File: config.mk
export PLATFORM = sky130hd
export DESIGN_NAME = grht_ram
export DESIGN_NICKNAME = d
export VERILOG_FILES = /design/src/rtl/grht_ram.sv
export SDC_FILE = /design/constraint.sdc
export NUM_CORES = 1
export LEC_CHECK = 0
export BUFFER_PORTS_ARGS = -buffer_cell sky130_fd_sc_hd__clkbuf_2
export CORE_MARGIN = 8
export CORE_UTILIZATION = 40
export CTS_CLUSTER_DIAMETER = 80
export CTS_CLUSTER_SIZE = 30
export DETAILED_ROUTE_END_ITERATION = 10
export PLACE_DENSITY = 0.6
export SKIP_CTS_REPAIR_TIMING = 1
export SLEW_MARGIN = 30
export SYNTH_ARGS = -nofsm -noshare
export SYNTH_HDL_FRONTEND = slang
export SYNTH_SLANG_ARGS = --single-unit
File: constraint.sdc
create_clock -name clk -period 4.9 [get_ports clk]
set_clock_uncertainty 0.1 [all_clocks]
set_input_delay 0.49 -clock clk [delete_from_list [all_inputs] [get_ports clk]]
set_output_delay 0.49 -clock clk [all_outputs]
set_load 0.1 [all_outputs]
File: src/rtl/grht_ram.sv
// ============================================================================
// grht_ram: simple dual-port synchronous RAM
// One write port, one read port, registered read data held when idle.
// ============================================================================
module grht_ram #(
    parameter int WIDTH = 8,
    parameter int DEPTH = 16
) (
    input  logic                     clk,
    input  logic                     we,
    input  logic [$clog2(DEPTH)-1:0] waddr,
    input  logic [WIDTH-1:0]         wdata,
    input  logic                     re,
    input  logic [$clog2(DEPTH)-1:0] raddr,
    output logic [WIDTH-1:0]         rdata
);

    logic [WIDTH-1:0] mem [DEPTH];

    always_ff @(posedge clk)
    begin
        if (we)
        begin
            mem[waddr] <= wdata;
        end
    end

    always_ff @(posedge clk)
    begin
        if (re)
        begin
            rdata <= mem[raddr];
        end
    end

endmodule

# Word level (Yosys, flattened, before mapping)
# Memory sizes are Yosys's and may differ from the RTL's. A register that Yosys moved wholly into a read port is not among the register bits.
# Cells that the tools add are included.
# classes
n_mux,2
# ops
op,count
1-bit 2-to-1 mux,2
# totals
mem_bits_rw,128
word_cells,3
output_inout_bits,8
register_bits,0
input_bits,19
mem_count,1
# mem_list
name,depth,word_bits,read_ports,rd_clocked_by_memory_dff,wr,line_no,rtl
mem,16,8,1,1,1,18,logic [WIDTH-1:0] mem [DEPTH];

# Logic depth before layout (Yosys ltp)
# Gate-level depths: netlist of the first run.
# logic_depth
word_depth,2
mapped_depth,5
ltp_nobuf,3

# Worst setup path before layout of the first run
# No wires, ideal clock.
# synth_timing
kind,in2reg
startpoint,in waddr[2]
endpoint,mem mem[0][0] (enable)
path_slack_ns,2.817
path_stages,2
setup_ns,0.383
path_buffers,0
t_arrival_ns,1.600
t_required_ns,4.417
cell_sequence,or3b_2 nor3_1
# synth_rtl
element,line_no,rtl
"start, declared",11,"input logic [$clog2(DEPTH)-1:0] waddr,"
"end, declared",18,
# No word-level cell before the write port.

==> metrics, run 1 <==
Synth Area in Compound Gates=2.298%; Clock Path Buffers=2; synthesized flop and latch total=136; CTS root buffer=clkbuf_16; Synth top area share=between 70 and 80%; share of cells above drive strength 1=a little under a third; DP HPWL=slightly above 6000 um; clock-pin transition on the worst setup and hold timing paths=0.06 ns; number of synthesized flops with an enable pin=~140; Syn Std Cell Area=about 5200 um2; run status=completed; sequential area share after synthesis=between 70% and 80%; global-route wire length before repair=roughly 15,000 um; synthesis-to-layout area growth=17.50%; Syn Area/Cell=22.83 um2; Die Y=approximately 130 um; GRT Util Overall=12.81%; fmax=between 0.4 and 0.5 GHz; total CTS buffers=17; aggregate global routing overflow=0; vias in the first global route=approximately 2,400; multi-input logic area=~1100 um2; largest net degree at the start of global routing=33; Max-cap violations=0; row cnt=41; DRT Wirelength=10,030 um; setup slack, reg-to-reg=3.26 ns; critical path launch point=raddr[0]; WL per Instance=roughly 22 um; number of fill cells=about 1,000; Final Cycle Share=a little under half; IO Pins=27; Starting Density=41.26%; initial antenna violation count=0; Slew Viols, Final=0; ant diodes=0; Post-Synth Adder-Cell Area=0%; drt drc=0; cell taking the most area after synthesis=edfxtp_1; Pwr Density=between 400 and 500 nW/um2; CTS tree=yes; Setup Viol. Count Final=0; RD Place Congestion=0.7478; Hold Fails Final Rpt=0; Port Buffers=26; startpoint types=input pin; Starting DRT DRC Count=~330; vias=2,361; post-synthesis async set-or-reset flop share=0%; crit path max fanout=21; 1st-pass router iterations=5; Cells after Synth=~230; Final Instance Area=6142 um2; top cells by count, synth=136 x edfxtp_1, 18 x mux4_2, 16 x a22oi_1; Post-DP Area=around 5500 um2; reg2reg start=mem[2][4]; Synth Warn #=0; hold crit path type=input pin to flop; CP required=slightly below 5 ns; largest family of logic cells by synthesized area=multiplexers; H-tree levels=4; Die W=between 100 and 150 um; Core Region=around 13,000 um2; Synth Area in Simple Gates=3.135%; crit path time final=around 2.3 ns; Final #Nets=~290; area share of xor/xnor cells in the synthesized design=0%; Setup TNS=0 ns; Synth Flop Type=edfxtp_1; Slew headroom=37.60%; post-synthesis cell type count=18; Slew @ Worst Pin=0.9325 ns; Die ar.=between 15,000 and 20,000 um2; CP Capture Type=flop; hold path startpoint=re; critical path type=input pin to flop; FF/Latch Area=roughly 4100 um2; clk sinks=approximately 140; Final ANT Viol Nets=0; mux share of post-synthesis cell area=around 15%; synth top area cells=edfxtp_1 78%, mux4_2 7.8%, mux4_1 7.0%; Worst-Skew Late Latency=about 0.4 ns; leakage power=just over 2 nW; Peak VDD IR=~0.22 mV; most common cell in the synthesized netlist=edfxtp_1; DR vias/cell=between 5 and 6; Synthesized Nets=approximately 250; RSZ-0062 raised after global routing=no; critical path arrival=about 2.3 ns
## final timing paths
| check | to | cells past startpoint |
|---|---|---|
| worst max register to register | rdata[4] | 3 |
| worst max-delay path | rdata[1] | 5 |
| worst min register to register | rdata[5] | 3 |
| worst min-delay path | rdata[5] | 1 |
## power breakdown
part	total [W]	internal, W	switching [W]
combinational	0.000154	0.0000459	0.000108
sequential	0.00132	0.00131	0.00000614
clock	0.00130	0.000843	0.000452
## cells by family (layout without fill, tap and decap cells)
group	after synthesis	count (layout)
flops	136	136
simple gates	35	35
mux	32	32
compound gates	16	16
buf+inv	10	61
## cell type report
class,count,share of cell area [%]
well taps,172,3.504
repair buffers,29,2.485
clock buffers,17,6.926
multi-input cells,83,17.62
flip-flops and latches,136,66.49
clock inverters,15,2.974
## layout by cell type (no fill, tap or decap), types with 2 or more instances in the layout
cell	n
nand3b_1	2
buf_4	3
nor3_2	2
bufinv_16	4
clkinv_2	3
nor2_1	7
clkinv_1	4
edfxtp_1	136
mux4_1	14
a22oi_1	16
clkbuf_16	17
mux4_2	18
nor3_1	2
clkbuf_2	26
nor2_2	6
clkinvlp_4	2
nand2b_1	2
nand2_1	9
## metrics by stage
stage	worst slack, ns	hold WS, ns	utilization, %	total power, W	std cells
floorplan	2.817	0.4889	-	0.001448	229
global placement	2.168	0.6259	43.56	0.001495	420
detailed placement	2.164	0.6385	43.60	0.001497	420
CTS	2.588	0.3657	48.40	0.002788	452
global route	2.469	0.3769	48.47	0.002843	452
finish	2.635	0.3717	48.47	0.002767	452
## registers in the layout, indices dropped and copies added (netlist names)
register / count
mem: 128
rdata: 8
## layer usage
layer  track usage (%)  part of all wire (%)  up-vias
met5                 0                     0        -
met4             5.123                  0.55        0
met3             4.284                   7.3        2
met2             19.71                    48       89
met1             16.41                    45     1213
li1                  -                     -     1057
## critical path, cell delays in order
cell and delay (ns):
clkbuf_2 0.56, buf_4 0.39, mux4_1 0.59, a22oi_1 0.19
nand2_1 0.08
(Power assumes the default switching activity.)
==> inputs of run 2 (changes only) <==
- PLACE_DENSITY: 0.6 -> 0.62
- clock period: 4.9 -> 1.9 ns (I/O delays scaled with it)
==> run 2 against run 1 <==
Effect of this change:
- design area increased by 1.7%
- critical path depth down 2
- final cell count increased by 4.4%
- first-iteration DRC count fell by 48%
- hold slack lost 0.29 ns
- largest power group unchanged
==> metrics, run 2 (synthesized netlist as in run 1, its figures left out) <==
Peak VDD IR=0.6764 mV (+200%); DR vias/cell=5.220 (about the same); final setup margin=0.2256 ns (-2.409 ns); Top Layer Used=met4; Starting Density=41.26% (unchanged); Sw Ratio=21.30% (+0.83 points); total CTS buffers=17 (unchanged); DRT Wirelength=9821 um (-2.0%); WL met2=4955 um (+4.0%); vias=2,464 (+4.4%); worst slack, placed=0.04555 ns (-2.118 ns); CP required=1.95 ns (-2.99 ns); WL per Instance=20.81 um (-6.2%); initial antenna violation count=0 (unchanged); H-tree levels=4 (unchanged); Setup Viol. Count Final=0 (unchanged); critical path type=flop to flop; CP Capture Type=flop; Final ANT Viol Nets=0 (unchanged); Max-cap violations=0 (unchanged); Worst Reg-to-Reg Cells=3 (unchanged); fmax=between 0.5 and 0.6 GHz; Setup TNS=0 ns (unchanged); crit path time final=1.674 ns; synthesis-to-layout area growth=19.46%; Clock Path Buffers=2 (unchanged); max reg flops=128 (unchanged); CTS root buffer=clkbuf_16; commonest cells after routing, fill and taps aside=136 x edfxtp_1, 26 x clkbuf_2, 21 x buf_4, 18 x mux4_2, 17 x clkbuf_16; metal3 WL=475 um (-35%); GRT Util Overall=12.78% (-0.027 points); RD Place Congestion=0.7373 (-1.4%); DP HPWL=6088 um (-2.0%); Top reg by flops=mem; Cells on Worst Hold Path=1 (unchanged); vias in the first global route=2,529 (+6.3%); critical path arrival=1.72 ns (-0.59 ns); drt drc=0 (unchanged); commonest non-fill, non-tap cell in the layout=edfxtp_1; global-route wire length before repair=14,990 um (+0.64%); Slew @ Worst Pin=0.5620 ns (-0.3705 ns); largest net degree at the start of global routing=33 (unchanged); 1st-pass router iterations=4 (-1); row cnt=41 (unchanged); Die W=130.3 um (unchanged); worst hold margin=0.08498 ns (-0.2868 ns); Internal=0.005426 W (+150%); Final Cycle Share=between 80% and 90%; Slew Viols, Final=0 (unchanged); Slew headroom=62.69% (+25 points); aggregate global routing overflow=0 (unchanged); Port Buffers=26 (unchanged); CTS tree=yes; RSZ-0062 raised after global routing=no; Hold Fails Final Rpt=0 (unchanged); hold crit path type=input pin to flop; Largest regs=mem (128), rdata (8); Gate power share=6.0% (+0.4 points); Starting DRT DRC Count=170 (-48%); IO Pins=27 (unchanged); Worst-Skew Late Latency=0.41 ns (about the same); met1 WL=4267 um (-4.6%); share of cells above drive strength 1=32.00% (+2.0 points); ant diodes=0 (unchanged); crit path max fanout=1 (-95%); clock power share=44.7% (-2.1 points); Psw=0.001469 W (+160%); Pwr Density=1104 nW/um2 (+150%); clock-pin transition on the worst setup and hold timing paths=0.06 ns (about the same); Die ar.=16,980 um2 (unchanged); Sequential Power Share=49.3% (+1.7 points); startpoint types=flop; Die Y=130.3 um (unchanged); leakage power=2.112 nW (+4.4%); run status=completed; Final #Nets=306 (+7.0%); number of fill cells=1,014 (-1.2%); clk sinks=136 (unchanged); Core Region=12,670 um2 (unchanged)
[run 2: final timing paths]
path	from	slack, ns	to
worst min register to register	mem[12][3]	0.64	rdata[3]
worst max register to register	mem[1][2]	0.23	rdata[2]
worst min-delay path	re	0.08	rdata[3]
worst max-delay path	mem[1][2]	0.23	rdata[2]
[run 2: routing by layer]
metal  vias to the layer above  global-route usage (%)
met3                         9                   4.080
met2                        50                   19.90
met4                         0                   5.943
met1                      1308                   15.99
met5                         -                       0
li1                       1097                       -
[run 2: area by class of cell]
| class | instances | area, um2 | share of cell area [%] |
|---|---|---|---|
| clock inverter | 14 | 131.4 | 2.104 |
| timing repair buffer | 49 | 327.8 | 5.249 |
| multi-input combinational | 83 | 1057 | 16.93 |
| sequential | 136 | 4084 | 65.40 |
| tap | 172 | 215.2 | 3.446 |
| clock buffer | 18 | 429.2 | 6.872 |
[run 2: worst max-delay path: stages, from the launching register on]
cell and delay, ns:
edfxtp_1 0.35, mux4_1 0.53, a22oi_1 0.32, nand2_1 0.12
[run 2: power by group through the flow]
stage               sequential [W]  combinational, W  clock (W)
finish                     0.00340          0.000415    0.00308
global route               0.00340          0.000446    0.00328
CTS                        0.00340          0.000422    0.00313
detailed placement         0.00346          0.000420          0
global placement           0.00346          0.000414          0
floorplan                  0.00356          0.000171          0
[run 2: stage by stage]
stage               total power, W  utilization (%)  std cells  instance area (um2)
floorplan                 0.003733                -        229                 5228
global placement          0.003871            44.86        440                 5684
detailed placement        0.003880            44.86        440                 5684
CTS                       0.006950            49.28        472                 6245
global route              0.007128            49.28        472                 6245
finish                    0.006895            49.28        472                 6245
