## config.mk

```make
export PLATFORM = sky130hd
export DESIGN_NAME = grht_exec
export DESIGN_NICKNAME = d
export VERILOG_FILES = /design/src/rtl/grht_pkg.sv /design/src/rtl/grht_exec.sv
export SDC_FILE = /design/constraint.sdc
export NUM_CORES = 1
export LEC_CHECK = 0
export BUFFER_PORTS_ARGS = -buffer_cell sky130_fd_sc_hd__buf_2
export CAP_MARGIN = 20
export CORE_AREA = 3 3 411 413
export DETAILED_ROUTE_END_ITERATION = 16
export DIE_AREA = 0 0 414 416
export GPL_ROUTABILITY_DRIVEN = 0
export PLACE_DENSITY = 0.3
export SYNTH_ARGS = -nofsm -noshare
export SYNTH_HDL_FRONTEND = slang
export SYNTH_SLANG_ARGS = --single-unit
```

## constraint.sdc

```tcl
create_clock -name vclk -period 4.3
set_clock_uncertainty 0.1 [all_clocks]
set_input_delay 0.215 -clock vclk [all_inputs]
set_output_delay 0.215 -clock vclk [all_outputs]
set_load 0.02 [all_outputs]
```

## src/rtl/grht_pkg.sv

```systemverilog
// ============================================================================
// grht_pkg: shared types and constants for the generational handle table
// Action and status codes, slot row layout, item and result records.
// ============================================================================
package grht_pkg;

    localparam logic [31:0] REFS_FREE         = 32'hFFFF_FFFF;
    localparam logic [31:0] REFS_DESTROYING   = 32'hFFFF_FFFE;
    localparam logic [31:0] REFS_ADDREF_LIMIT = 32'hFFFF_FFFD;

    localparam int DATA_W = 208;

    typedef enum logic [2:0] {
        ACT_CREATE  = 3'd0,
        ACT_ADDREF  = 3'd1,
        ACT_RELEASE = 3'd2,
        ACT_QUERY   = 3'd3,
        ACT_RECORD  = 3'd4,
        ACT_CLAIM   = 3'd5,
        ACT_FINISH  = 3'd6
    } grht_action_t;

    typedef enum logic [2:0] {
        STS_OK        = 3'd0,
        STS_INVALID   = 3'd1,
        STS_FULL      = 3'd2,
        STS_BAD_INIT  = 3'd3,
        STS_NO_CLAIM  = 3'd4
    } grht_status_t;

    typedef enum logic [1:0] {
        ST_CLEAR,
        ST_IDLE,
        ST_POP,
        ST_EXEC
    } grht_state_t;

    typedef struct packed {
        logic [31:0] gen;
        logic [31:0] refs;
        logic [63:0] payload;
    } grht_slot_t;

    typedef struct packed {
        grht_action_t action;
        logic [9:0]   slot_index;
        logic [31:0]  gen;
        logic [31:0]  init;
        logic [63:0]  payload;
        logic [1:0]   queue;
        logic [63:0]  fence;
    } grht_item_t;

    typedef struct packed {
        grht_status_t status;
        logic [9:0]   index;
        logic [31:0]  gen;
        logic [31:0]  ref_count;
        logic [63:0]  payload;
        logic [63:0]  last_use;
        logic         retire;
    } grht_result_t;

    typedef struct packed {
        logic slot_we;
        logic fence_we;
        logic push;
        logic pop;
        logic use_pop;
    } grht_wb_t;

endpackage

```

## src/rtl/grht_exec.sv

```systemverilog
// ============================================================================
// grht_exec: action decode and slot update
// Checks the handle against the read slot row and builds result and write-back.
// ============================================================================
module grht_exec
    import grht_pkg::*;
#(
    parameter int QUEUE_COUNT = 3
) (
    input  grht_item_t                   item,
    input  grht_slot_t                   slot_rd,
    input  logic [QUEUE_COUNT-1:0][63:0] fence_rd,
    input  logic                         in_range,
    input  logic                         stack_empty,
    input  logic [9:0]                   pop_slot,
    output grht_result_t                 res,
    output grht_wb_t                     wb,
    output grht_slot_t                   slot_wdata,
    output logic [QUEUE_COUNT-1:0][63:0] fence_wdata
);

    logic        match;
    logic        addref_ok;
    logic        queue_ok;
    logic [63:0] lane;
    logic [31:0] refs;
    logic [31:0] next_gen;

    always_comb
    begin
        refs      = slot_rd.refs;
        match     = in_range && (slot_rd.gen == item.gen) && (item.gen != 32'd0);
        addref_ok = match && (refs != 32'd0) && (refs < REFS_ADDREF_LIMIT);
        queue_ok  = 32'(item.queue) < QUEUE_COUNT;
        next_gen  = item.gen + 32'd1;
        if (next_gen == 32'd0)
        begin
            next_gen = 32'd1;
        end
        lane = '0;
        for (int q = 0; q < QUEUE_COUNT; q++)
        begin
            if (32'(item.queue) == q)
            begin
                lane = fence_rd[q];
            end
        end

        res           = '0;
        res.status    = STS_INVALID;
        res.index     = item.slot_index;
        res.gen       = item.gen;
        wb            = '0;
        slot_wdata    = slot_rd;
        fence_wdata   = fence_rd;

        unique case (item.action)
            ACT_CREATE:
            begin
                res.index = '0;
                res.gen   = '0;
                wb.use_pop = 1'b1;
                if ((item.init == 32'd0) || (item.init >= REFS_DESTROYING))
                begin
                    res.status = STS_BAD_INIT;
                end
                else if (stack_empty)
                begin
                    res.status = STS_FULL;
                end
                else
                begin
                    res.status         = STS_OK;
                    res.index          = pop_slot;
                    res.gen            = slot_rd.gen;
                    res.ref_count      = item.init;
                    slot_wdata.refs    = item.init;
                    slot_wdata.payload = item.payload;
                    fence_wdata        = '0;
                    wb.slot_we         = 1'b1;
                    wb.fence_we        = 1'b1;
                    wb.pop             = 1'b1;
                end
            end
            ACT_ADDREF:
            begin
                if (addref_ok)
                begin
                    res.status      = STS_OK;
                    res.ref_count   = refs + 32'd1;
                    slot_wdata.refs = refs + 32'd1;
                    wb.slot_we      = 1'b1;
                end
            end
            ACT_RELEASE:
            begin
                if (match && (refs != 32'd0) && (refs < REFS_DESTROYING))
                begin
                    res.status      = STS_OK;
                    res.ref_count   = refs - 32'd1;
                    res.retire      = (refs == 32'd1);
                    slot_wdata.refs = refs - 32'd1;
                    wb.slot_we      = 1'b1;
                end
            end
            ACT_QUERY:
            begin
                if (match && (refs < REFS_DESTROYING))
                begin
                    res.status    = STS_OK;
                    res.ref_count = refs;
                    res.payload   = slot_rd.payload;
                    res.last_use  = queue_ok ? lane : 64'd0;
                end
            end
            ACT_RECORD:
            begin
                if ((item.fence != 64'd0) && queue_ok && addref_ok)
                begin
                    res.status    = STS_OK;
                    res.ref_count = refs;
                    for (int q = 0; q < QUEUE_COUNT; q++)
                    begin
                        if ((32'(item.queue) == q) && (fence_rd[q] < item.fence))
                        begin
                            fence_wdata[q] = item.fence;
                        end
                    end
                    wb.fence_we = 1'b1;
                end
            end
            ACT_CLAIM:
            begin
                if (match)
                begin
                    if (refs == 32'd0)
                    begin
                        res.status      = STS_OK;
                        res.payload     = slot_rd.payload;
                        slot_wdata.refs = REFS_DESTROYING;
                        wb.slot_we      = 1'b1;
                    end
                    else
                    begin
                        res.status = STS_NO_CLAIM;
                    end
                end
            end
            ACT_FINISH:
            begin
                if (match)
                begin
                    if (refs == REFS_DESTROYING)
                    begin
                        res.status  = STS_OK;
                        slot_wdata  = '{gen: next_gen, refs: REFS_FREE, payload: 64'd0};
                        fence_wdata = '0;
                        wb.slot_we  = 1'b1;
                        wb.fence_we = 1'b1;
                        wb.push     = 1'b1;
                    end
                    else
                    begin
                        res.status = STS_NO_CLAIM;
                    end
                end
            end
            default:
            begin
                res.status = STS_INVALID;
            end
        endcase
    end

endmodule

```

# Word-level counts from Yosys, hierarchy flattened
# Index checks and enable logic that the tools add are counted.
# Widths: inputs -> output; s select.
# totals
latch_bits	0
in_bits	539
out_inout_bits	531
ff_bits	0
word_cells	106
n_memories	0
ram_bits	0
rom_bits	0
# classes
n_lt_le_gt_ge	7
bitwise_logic	0
n_addsub	3
muxes	65
eq_ne	11
n_reduce_logical	20
multipliers	0
shifts	0
n_div	0
# op_table
op	count
$mux 192	5
$mux 64	10
$pmux 192 s3	1
$pmux 32 s5	2
$mux 32	9
$mux 128	2
$pmux 64 s2	2
$lt 64x64->1	3
$mux 96	2
$mux 160	1
$mux 74	2
$logic_not 32->1	3
$add 32x1->32 const B	2
$lt 32x32->1 const B	2
$reduce_bool 32->1	2
$reduce_bool 64->1	1
$mux 42	1
$eq 32x1->1 const B	1
$eq 32x32->1	1
$eq 32x32->1 const B	1
$ge 32x32->1 const B	1
$sub 32x1->32 const B	1
$pmux 3 s7	1
$mux 3	6
other kinds (14)	44

# Depth between registers and ports, before layout
# Gate-level depths: netlist of run 1.
# depth
ltp_word	8
depth_mapped	15
depth_no_buf	14

# Worst setup path after synthesis of run 1
# No wires, ideal clock.
# synth_path
kind	input port to output port
from	input port item[192] (netlist name)
to	output port fence_wdata[6] (netlist name)
path_buffers	1
arrival_ns	3.529
t_required_ns	3.985
cell_stages	9
path_slack_ns	0.456
cell_sequence	buf_2 -> xnor2_1 -> or4b_1 -> or4_4 -> nor4_4 -> nand3_4 -> nor4_4 -> nand2_4 -> o311ai_0
# synth_rtl
item	line	source
from (decl)	grht_exec.sv:10	input grht_item_t item,
to (decl)	grht_exec.sv:19	output logic [QUEUE_COUNT-1:0][63:0] fence_wdata

==> results of run 1 <==
==> what timing repair did <==
action                                  in CTS  in global routing
gates resized for setup                     19                 30
pin swaps                                   10                  6
endpoints found under the setup margin     130                124
endpoints found under the hold margin        0                  0
setup buffers                               11                  0
cloned                                       0                  4
==> through the flow <==
step           TNS, ns  power [mW]
6_report             0        2.73
5_1_grt        -0.0277        2.93
4_1_cts              0        2.76
3_5_place_dp    -11.44        2.74
3_3_place_gp    -10.30        2.74
2_1_floorplan        0        1.23
==> per-layer routing <==
| metal | vias to the layer above | share of wire [%] |
|---|---|---|
| li1 | 11431 | - |
| met1 | 12155 | 39 |
| met2 | 988 | 52 |
| met3 | 220 | 5.5 |
| met4 | 40 | 3.0 |
| met5 | - | 0.13 |
==> cells in the mapped netlist, drive strengths merged, types with 59 or more instances <==
library cell / instances
xor2: 59
o211ai: 73
nor2: 191
mux2i: 67
a22o: 128
nand4: 75
ha: 197
and2: 73
nand3: 111
inv: 84
clkbuf: 164
nand2: 467
o311ai: 63
buf: 61
o21ai: 184
a21oi: 148
==> cell usage in the layout, fill, tap and decap left out, drive strengths merged, types with 8 or more instances in the layout <==
cell type  instances
a21o              48
a21oi            148
a22o             128
a31oi              8
and2              73
and3              25
and4              20
buf             1304
diode             19
ha               197
inv               83
mux2i             67
nand2            467
nand2b            12
nand3            111
nand4             75
nor2             191
nor3              25
nor4              48
o211ai            73
o21ai            184
o221ai            11
o311ai            63
or3               20
or4               10
xnor2             50
xor2              59
==> cells by family after synthesis <==
logic type,after synthesis
AO/OA/AOI/OAI,725
XOR/XNOR,109
AND/OR/NAND/NOR,1102
adder cells (fa/ha/maj),197
multiplexers,68
buffers and inverters,310
==> where the power goes <==
part	switching (mW)	internal [mW]
Sequential	0	0
Clock	0	0.000000505
Combinational	1.79	0.943
Total	1.79	0.943
==> cell type report <==
| class | count | area (um^2) |
|---|---|---|
| fill | 19478 | 140000 |
| multi-input combinational | 2201 | 14500 |
| timing repair buffer | 1308 | 7950 |
| tap | 2189 | 2740 |
| inverter | 85 | 329 |
| antenna | 19 | 47.5 |
==> worst paths after layout <==
path,start,to,slack (ns),cells past startpoint
max,item[19],fence_wdata[120],0.08,15
min,item[196],res[195],0.63,4
==> qor.tcl, run 1 <==
set qor(ff_latch_area_um2) 0
set qor(ant_nets) 0
set qor(seq_area_frac_synth_pct) 0
set qor(layout_cells_sized_above_1_pct) 37.8
set qor(fp.dieArea_um2) 172000
set qor(netlist.top_cell.by_area) {sky130_fd_sc_hd__ha_1}
set qor(finalWorstPathRequiredPeriod_ns) 4.22
set qor(worst_slew_pin_slew_ns) 1.05
set qor(vdd_drop_max_uv) 42.3
set qor(layout_clock_buffer_count) 0
set qor(route.final.wire_length_um) 178000
set qor(grt_pass1_vias) 24653
set qor(max-slew-margin-rel_pct) 29.4
set qor(critPathMostFrequentCell) {sky130_fd_sc_hd__buf_4}
set qor(rows) 149
set qor(fmax_mhz) 237
set qor(die-width_um) 414
set qor(firstDrtPassIters) 6
set qor(crit_path_start_kind) {input pin}
set qor(final_area_um2) 25500
set qor(grtUsageMet1_pct) 22.3
set qor(p_per_area_nw_per_um2) 107
set qor(finalCritPeriodShare_pct) 98.2
set qor(dp_hpwl_um) 156000
set qor(finish.net_count) 4332
set qor(antenna_found_initial) 89
set qor(postPlaceCellArea_um2) 25100
set qor(hp-class) {in -> out}
set qor(placedCellCount) 5767
set qor(initial_utilization_pct) 9.48
set qor(stdcell_count) 5802
set qor(worstPathBufferInverterCount) 7
set qor(post_synth_and_or_nand_nor_area_fraction_pct) 33.5
set qor(hold_violations_final) 0
set qor(fp.coreArea_um2) 165000
set qor(netlist_area_um2) 15700
set qor(power.static_leakage_nw) 12.5
set qor(crit_type) {in -> out}
set qor(layout_setup_ws_ns) 0.0778
set qor(share_of_the_synthesized_area_in_the_top_cell_type_pct) 15.7
set qor(avgSynthCellArea_um2) 6.24
set qor(timing.max_cap.violations) 0
set qor(synth_compound_area_share_pct) 31.6
set qor(post_synth_inst_count) 2511
set qor(worstPathCellList) {buf_2, inv_1, buf_4, ha_1, a21oi_1, a2111oi_0, o311ai_1, buf_4, nand4b_1, a2111oi_4, and2_4, buf_12, clkbuf_16, a22o_1, buf_4}
set qor(post_synth_xor_area_fraction_pct) 6.09
set qor(cts.hold.buffers_added) 0
set qor(grt.overflow.total) 0
set qor(synth_adder_area_share_pct) 15.7
set qor(yosys-mux-area-fraction_pct) 4.35
set qor(design.portCount) 1070
set qor(final_max_slew_violation_count) 0
set qor(grt_max_degree) 68
set qor(setup_viol) 0
set qor(initialDrtViolationCount) 1722
set qor(globalRouteMet2Util_pct) 36.6
set qor(netlist_top_cells_area) {sky130_fd_sc_hd__ha_1 16%, sky130_fd_sc_hd__nand2_1 11%, sky130_fd_sc_hd__a22o_1 7.2%}
set qor(critical_path.max_fanout) 12
set qor(critPathMaxStageDelay_ns) 0.63
set qor(slowest_stage) {sky130_fd_sc_hd__o311ai_1}
set qor(grtUsageTotal_pct) 19.3
set qor(dieHeight_um) 416
set qor(synth.distinct_cells) 74
set qor(syn-num-nets) 3247
set qor(grt.met3_usage_pct) 3.48
set qor(detailedPlace.worstSlack_ns) -0.350
set qor(routed_wire_length_per_instance_um) 30.6
set qor(synth_top_family_by_area) {simple AND/OR/NAND/NOR gates}
set qor(highest_utilization_routing_layer_at_the_global_route_stage) {met2}
set qor(cp.required_ns) 3.98
set qor(worst-endpoint-arrival_ns) 3.91
set qor(via_per_inst) 4.28
set qor(cp_top_family) {compound AO/OA/AOI/OAI gates}
set qor(layout.core_utilization_pct) 15.5
set qor(yosysWarningCount) 0
set qor(place.port_buffers) 1070
set qor(syn_to_final_growth_pct) 63.1
set qor(worst_setup_path_end_kind) {primary output}
set qor(drc_errors) 0
set qor(num_vias) 24834
set qor(global_route_wire_length_before_repair_um) 232000
set qor(hold-worst-slack_ns) 0.634
set qor(layout.sequential_cells) 0
set qor(outcome) {finished clean}
No activity file was read; power rests on OpenSTA's default activity.
==> run 2, diff against run 1 <==
--- a/config.mk
+++ b/config.mk
@@ -10,8 +10,9 @@
 export CORE_AREA = 3 3 411 413
 export DETAILED_ROUTE_END_ITERATION = 16
 export DIE_AREA = 0 0 414 416
-export GPL_ROUTABILITY_DRIVEN = 0
+export GPL_TIMING_DRIVEN = 0
 export PLACE_DENSITY = 0.3
 export SYNTH_ARGS = -nofsm -noshare
 export SYNTH_HDL_FRONTEND = slang
 export SYNTH_SLANG_ARGS = --single-unit
+export TNS_END_PERCENT = 10
==> qor.tcl, run 2 (synthesis gave the netlist of run 1 again) <==
set qor(outcome) {finished clean} ;# unchanged
set qor(grt.overflow.total) 0 ;# unchanged
set qor(cts.hold.buffers_added) 0 ;# unchanged
set qor(antenna_found_initial) 115 ;# was 89
set qor(max-slew-margin-rel_pct) 22.6 ;# was 29.4%
set qor(timing.max_cap.violations) 0 ;# unchanged
set qor(fill_cell_total_of_the_finished_layout) 19638 ;# was 19478
set qor(final_max_slew_violation_count) 0 ;# unchanged
set qor(layout.sequential_cells) 0 ;# unchanged
set qor(routed.top_layer) {met5} ;# unchanged
set qor(worst_setup_path_end_kind) {primary output} ;# unchanged
set qor(place.port_buffers) 1019 ;# was 1070
set qor(crit_path_start_kind) {input pin} ;# unchanged
set qor(setup_viol) 0 ;# unchanged
set qor(hold_violations_final) 0 ;# unchanged
set qor(fp.dieArea_um2) 172000 ;# unchanged
set qor(critical_path.max_fanout) 10 ;# was 12
set qor(fmax_mhz) 234 ;# was 237 MHz
set qor(grt_max_degree) 11 ;# was 68
set qor(crit_type) {in -> out} ;# unchanged
set qor(final_common_cell) {sky130_fd_sc_hd__buf_2} ;# unchanged
set qor(layout.core_utilization_pct) 14.9 ;# was 15.5%
set qor(rd_place_congestion) 0.898
set qor(mostFrequentLayoutCells) {1013 x sky130_fd_sc_hd__buf_2, 461 x sky130_fd_sc_hd__nand2_1, 197 x sky130_fd_sc_hd__ha_1, 190 x sky130_fd_sc_hd__nor2_1, 176 x sky130_fd_sc_hd__o21ai_0} ;# was 1029 x sky130_fd_sc_hd__buf_2, 463 x sky130_fd_sc_hd__nand2_1, 221 x sky130_fd_sc_hd__buf_4, 197 x sky130_fd_sc_hd__ha_1, 190 x sky130_fd_sc_hd__nor2_1
set qor(cp.required_ns) 3.98 ;# about the same
set qor(worst-endpoint-arrival_ns) 3.95 ;# was 3.91 ns
set qor(grt_pass1_vias) 24770 ;# was 24653
set qor(layout_clock_buffer_count) 0 ;# unchanged
set qor(layout_cells_sized_above_1_pct) 34.0 ;# was 37.8%
set qor(syn_to_final_growth_pct) 57.1 ;# was 63.1%
set qor(power.static_leakage_nw) 11.9 ;# was 12.5 nW
set qor(dp_hpwl_um) 173000 ;# was 156000 um
set qor(rows) 149 ;# unchanged
set qor(m1WireLength_um) 73100 ;# was 70000 um
set qor(num_vias) 25143 ;# was 24834
set qor(route.final.wire_length_um) 198000 ;# was 178000 um
set qor(grt_setup_unrepaired) {true}
set qor(finalCritPeriodShare_pct) 99.3 ;# was 98.2%
set qor(worst_slew_pin_slew_ns) 1.16 ;# was 1.05 ns
set qor(dr_wl_met3_um) 14700 ;# was 9730 um
set qor(design.portCount) 1070 ;# unchanged
set qor(grtUsageTotal_pct) 21.6 ;# was 19.3%
set qor(global_route_wire_length_before_repair_um) 253000 ;# was 232000 um
set qor(drc_errors) 0 ;# unchanged
set qor(ff_latch_area_um2) 0 ;# unchanged
set qor(finalWorstPathRequiredPeriod_ns) 4.27 ;# was 4.22 ns
set qor(p_per_area_nw_per_um2) 109 ;# was 107 nW/um^2
set qor(met2_wirelength_um) 104000 ;# was 92300 um
set qor(finish.net_count) 4298 ;# was 4332
set qor(firstDrtPassIters) 6 ;# unchanged
set qor(hp-class) {in -> out} ;# unchanged
set qor(vdd_drop_max_uv) 37.0 ;# was 42.3 uV
set qor(totalPowerFinal_mw) 2.68 ;# was 2.73 mW
set qor(initialDrtViolationCount) 2111 ;# was 1722
set qor(routed_wire_length_per_instance_um) 34.2 ;# was 30.6 um
set qor(initial_utilization_pct) 9.48 ;# unchanged
set qor(area_taken_by_multi_input_logic_gates_um2) 14700 ;# was 14500 um^2
set qor(ant_nets) 0 ;# unchanged
set qor(dieHeight_um) 416 ;# unchanged
set qor(fp.coreArea_um2) 165000 ;# unchanged
set qor(via_per_inst) 4.35 ;# was 4.28
set qor(die-width_um) 414 ;# unchanged
==> run 2: cell count changes in the layout (fill, tap and decap cells not counted), moves of 6 or more <==
cell,before,now
sky130_fd_sc_hd__buf_1,0,20
sky130_fd_sc_hd__buf_12,47,8
sky130_fd_sc_hd__buf_2,1029,1013
sky130_fd_sc_hd__buf_4,221,38
sky130_fd_sc_hd__buf_6,6,14
sky130_fd_sc_hd__buf_8,0,10
sky130_fd_sc_hd__clkbuf_1,0,110
sky130_fd_sc_hd__clkbuf_2,0,43
sky130_fd_sc_hd__clkbuf_4,0,12
sky130_fd_sc_hd__diode_2,19,30
sky130_fd_sc_hd__o21ai_0,182,176
sky130_fd_sc_hd__o21ai_1,1,7
==> run 2: repair_timing <==
action	in CTS	in global routing
endpoints found under the setup margin	479	181
pin swaps	9	5
gates resized for setup	125	75
setup buffers	18	4
gates cloned	0	2
==> run 2: path summary, 6_finish.rpt <==
path	from	endpoint	cells past startpoint
hold / removal	item[196]	res[195]	4
setup / recovery	slot_rd[78]	slot_wdata[78]	14
==> run 2: per-layer routing <==
layer | vias up | global-route usage [%]
met3 | 235 | 5.64
met2 | 1114 | 41.1
met5 | - | 0
li1 | 11381 | -
met1 | 12369 | 23.7
met4 | 44 | 5.31
==> run 2: layout make-up <==
cell class	count	share of cell area, %
multi-input combinational	2201	59.7
timing repair buffer	1050	22.3
tap	2189	11.1
buffer	224	5.26
inverter	85	1.30
antenna	30	0.305
==> run 2: per-stage QoR <==
stage	worst slack [ns]	area (um^2)	TNS, ns	hold WS [ns]	cells
floorplan	0.456	15700	0	0.491	2511
CTS	-0.147	24300	-0.268	0.637	5744
finish	0.0314	24600	0	0.634	5779
global placement	-2.25	23500	-586.91	0.636	5719
global route	-0.0981	24600	-0.608	0.669	5759
detailed placement	-1.23	23700	-260.01	0.632	5726
==> run 2: critical path: stages <==
cell                       delay (ns)
sky130_fd_sc_hd__clkbuf_2        0.16
sky130_fd_sc_hd__or4_1           0.53
sky130_fd_sc_hd__clkbuf_1        0.19
sky130_fd_sc_hd__or4_4           0.55
sky130_fd_sc_hd__or3_4           0.45
sky130_fd_sc_hd__o31a_1          0.23
sky130_fd_sc_hd__nand4_1         0.14
sky130_fd_sc_hd__buf_4           0.16
sky130_fd_sc_hd__buf_4           0.12
sky130_fd_sc_hd__clkbuf_2        0.26
sky130_fd_sc_hd__o21ai_0         0.13
sky130_fd_sc_hd__a21oi_1         0.28
sky130_fd_sc_hd__nand2_1         0.28
sky130_fd_sc_hd__buf_2           0.24
==> run 2: report_power, final <==
part           switching (mW)  leakage [nW]   total (mW)  internal (mW)
combinational            1.84          11.9         2.68          0.838
sequential                  0             0            0              0
clock                       0      0.000196  0.000000875    0.000000875
total                    1.84          11.9         2.68          0.838
